--- config.mk ---
export PLATFORM = sky130hd
export DESIGN_NAME = ppp_queue
export DESIGN_NICKNAME = d
export VERILOG_FILES = /design/src/hw/rtl/ppp_queue.sv
export SDC_FILE = /design/constraint.sdc
export NUM_CORES = 1
export LEC_CHECK = 0
export ABC_AREA = 1
export BUFFER_PORTS_ARGS = -buffer_cell sky130_fd_sc_hd__buf_2
export CAP_MARGIN = 20
export CORE_ASPECT_RATIO = 0.9
export CORE_MARGIN = 1.5
export CORE_UTILIZATION = 54
export DETAILED_ROUTE_END_ITERATION = 7
export GPL_TIMING_DRIVEN = 0
export HOLD_SLACK_MARGIN = 0.03
export PLACE_DENSITY = 0.81
export REMOVE_ABC_BUFFERS = 1
export SYNTH_ARGS = -nofsm -noshare
export SYNTH_HDL_FRONTEND = slang
export SYNTH_SLANG_ARGS = --single-unit
--- constraint.sdc ---
create_clock -name clk -period 3.7 [get_ports clk]
set_input_delay 0.74 -clock clk [delete_from_list [all_inputs] [get_ports clk]]
set_output_delay 0.74 -clock clk [all_outputs]
set_load 0.01 [all_outputs]
--- src/hw/rtl/ppp_queue.sv ---
// Two-entry queue between the front end and the back end.
// Depends on nothing but its parameter.
`default_nettype none

module ppp_queue #(
  parameter int W = 8
) (
  input  wire logic         clk,
  input  wire logic         rst,
  input  wire logic         push,
  input  wire logic [W-1:0] din,
  input  wire logic         pop,
  output logic [W-1:0]      dout,
  output logic              empty,
  output logic              full
);

  logic [W-1:0] mem [2];
  logic         wr_ptr;
  logic         rd_ptr;
  logic [1:0]   count;
  logic         do_push;
  logic         do_pop;

  assign empty   = (count == 2'd0);
  assign full    = (count == 2'd2);
  assign do_push = push && !full;
  assign do_pop  = pop && !empty;
  assign dout    = mem[rd_ptr];

  always_ff @(posedge clk) begin
    if (do_push) begin
      mem[wr_ptr] <= din;
    end
  end

  always_ff @(posedge clk) begin
    if (rst) begin
      wr_ptr <= 1'b0;
      rd_ptr <= 1'b0;
      count  <= 2'd0;
    end else begin
      if (do_push) begin
        wr_ptr <= !wr_ptr;
      end
      if (do_pop) begin
        rd_ptr <= !rd_ptr;
      end
      count <= count + {1'b0, do_push} - {1'b0, do_pop};
    end
  end

endmodule

`default_nettype wire

==> metrics.csv <==
metric,value,unit
Fillers,111,
Place WS,1.841,ns
Syn Inst Count,64,
leakage power,0.4619,nW
CP endpoint kind,output pin,
routed length per instance,10.51,um
CTS Buf Count,3,
crit path time final,2.152,ns
Synth cell types,11,
total grt overflow,0,
CP Launch Type,flop,
hpwl dp,854.2,um
Synth Warn #,0,
Port Buf Inserts,21,
vias per cell,4.573,
Worst Path Max Fanout,8,
Syn Area/Cell,13.57,sq um
initial antenna violation count,0,
critical-path cell list,"mux2_4, buf_2",
CTS Hold Bufs,0,
clock latency at the later pin of the worst-skew pair,0.29,ns
Internal,0.4503,mW
setup ws final,1.548,ns
Nets,103,
H-tree Lvls,1,
sequential share of the synthesized area,66.86,%
final std cells w/o fill,110,
CP max stage delay,0.65,ns
Power Dens Cells,643.0,mW/mm^2
CP arrival,1.41,ns
GPL Wtd Cong,0.8176,
Post-Layout Inst Area,0.001017,sq mm
row count,13,
Core Box Area,0.001480,sq mm
critical path's slowest cell,dfxtp_1,
run status,completed,
routed vias,503,
Slew HR,53.18,%
sequential share of power,51.4,%
Max Cap Viol,0,
Routed WL,1.156,mm
TritonCTS Sinks,21,
combinational cell fraction of total power,32.9,%
setup violators final,0,
slew of the pin with the lowest slew margin,0.6997,ns
initial DRC count,5,
first-pass GRT wire length,1.662,mm
pin count of the biggest net entering global routing,13,
Psw,0.2038,mW
Initial Util,58.66,%
Fin. Hold Viols,0,
WS Path Type,reg2out,
ANT nets after route,0,
final setup TNS,0,ns
# DRC,0,
Clk network pwr share,15.7,%
fmax,464.7,MHz
P&R area growth vs syn,17.15,%
number of global-route vias before repair,400,
Die ar.,0.001858,sq mm
Sw Ratio,31.16,%
DRT Pass-1 Iters,4,
Worst Hold Class,reg2reg,
WP data required,2.96,ns
RSZ-0062 raised after global routing,false,
Max Buffers Root-to-Sink,2,
CTS root buffer,clkbuf_4,
layout cell share with drive strength beyond 1,39.77,%
CP top delay family,flip-flops,
CTS tree,done,
Post-Syn Area,868.3,sq um
number of diodes,0,
number of synthesized register bits,21,
total power,0.6541,mW
Setup Skew,0.001394,ns
IO Pins,22,
"Reg clk slew, reported paths",0.11,ns
Multi-input gate area,239.0,sq um
die span in y,41.04,um
Setup Buffers After CTS,0,
Die Span X,45.27,um
Final period util,58.16,%
CTS resizes,0,
worst vdd ir,0.0003632,V
Reg area,580.6,sq um
Crit path buffers/inverters,1,
placed insts,106,
GRT Overall Usage,13.63,%
"Slew Viols, Final",0,
Placed Area,989.7,sq um
[metal layers]
| metal | GRT usage (%) | wire (um) | vias to the layer above |
|---|---|---|---|
| met3 | 3.524 | 71 | 2 |
| met4 | 8.824 | 16 | 0 |
| li1 | - | - | 264 |
| met5 | 0 | 0 | - |
| met1 | 16.67 | 522 | 222 |
| met2 | 21.79 | 546 | 15 |
[cells in the final DEF, fill, tap and decap left out]
master and instances:
a21oi_1 2, nand2_1 8, dfxtp_1 5, clkbuf_4 3, nor2_1 7, nor2_2 2, edfxtp_1 16, nand3_1 3
clkinv_2 1, ha_1 2, mux2_4 8, buf_2 21, inv_1 10
[state kept, by name (all words and copies together), names as in the netlist, named ones only]
name    cells
wr_ptr      1
count       2
mem        16
rd_ptr      1
[final timing paths]
| kind | startpoint | endpoint | slack, ns | depth (start not counted) |
|---|---|---|---|---|
| worst min-delay path | rd_ptr | rd_ptr | 0.52 | 2 |
| worst max-delay path | flop | dout[6] | 1.55 | 2 |
| worst max register to register | count[0] | mem[0][1] | 2.13 | 4 |
| worst min register to register | rd_ptr | rd_ptr | 0.52 | 2 |
[through the flow]
stage	hold slack, ns	util (%)
after detailed placement	0.4930	66.86
after CTS	0.5194	68.72
after floorplan	0.4675	-
final	0.5181	68.72
after global placement	0.4811	66.86
after global routing	0.5544	68.72
[Yosys cell counts]
master | n | area, sq um
edfxtp_1 | 16 | 480.5
inv_1 | 10 | 37.54
mux2_4 | 8 | 120.1
nand2_1 | 8 | 30.03
nor2_1 | 7 | 26.28
dfxtp_1 | 5 | 100.1
nand3_1 | 3 | 15.01
a21oi_1 | 2 | 10.01
ha_1 | 2 | 25.02
nor2_2 | 2 | 12.51
buf_6 | 1 | 11.26
[kinds of logic (layout without fill, tap and decap cells)]
group	count (synthesis)	after routing	share of synthesized area (%)
compound gates	2	2	1.153
fa+ha+maj	2	2	2.881
buf+inv	11	35	5.620
flops	21	21	66.86
mux	8	8	13.83
simple gates	20	20	9.654
[layout make-up]
class | count | share of cell area [%]
well taps | 22 | 2.706
clock buffers | 3 | 2.214
clock inverters | 1 | 0.4920
inverters | 10 | 3.690
repair buffers | 21 | 10.33
flip-flops and latches | 21 | 57.07
multi-input cells | 32 | 23.49
[worst register-to-register path, delay by kind of cell (launching register included)]
family,cells,cell delay [ns]
AND/OR/NAND/NOR,3,0.76
flip-flops,1,0.39
buffers and inverters,1,0.07
[power by group through the flow]
stage / Sequential, mW / Clock (mW) / Combinational, mW
5_1_grt: 0.342 / 0.115 / 0.244
6_report: 0.336 / 0.103 / 0.215
3_5_place_dp: 0.343 / 0 / 0.217
3_3_place_gp: 0.340 / 0 / 0.212
2_1_floorplan: 0.334 / 0 / 0.158
4_1_cts: 0.338 / 0.108 / 0.218
(Power assumes the default switching activity.)
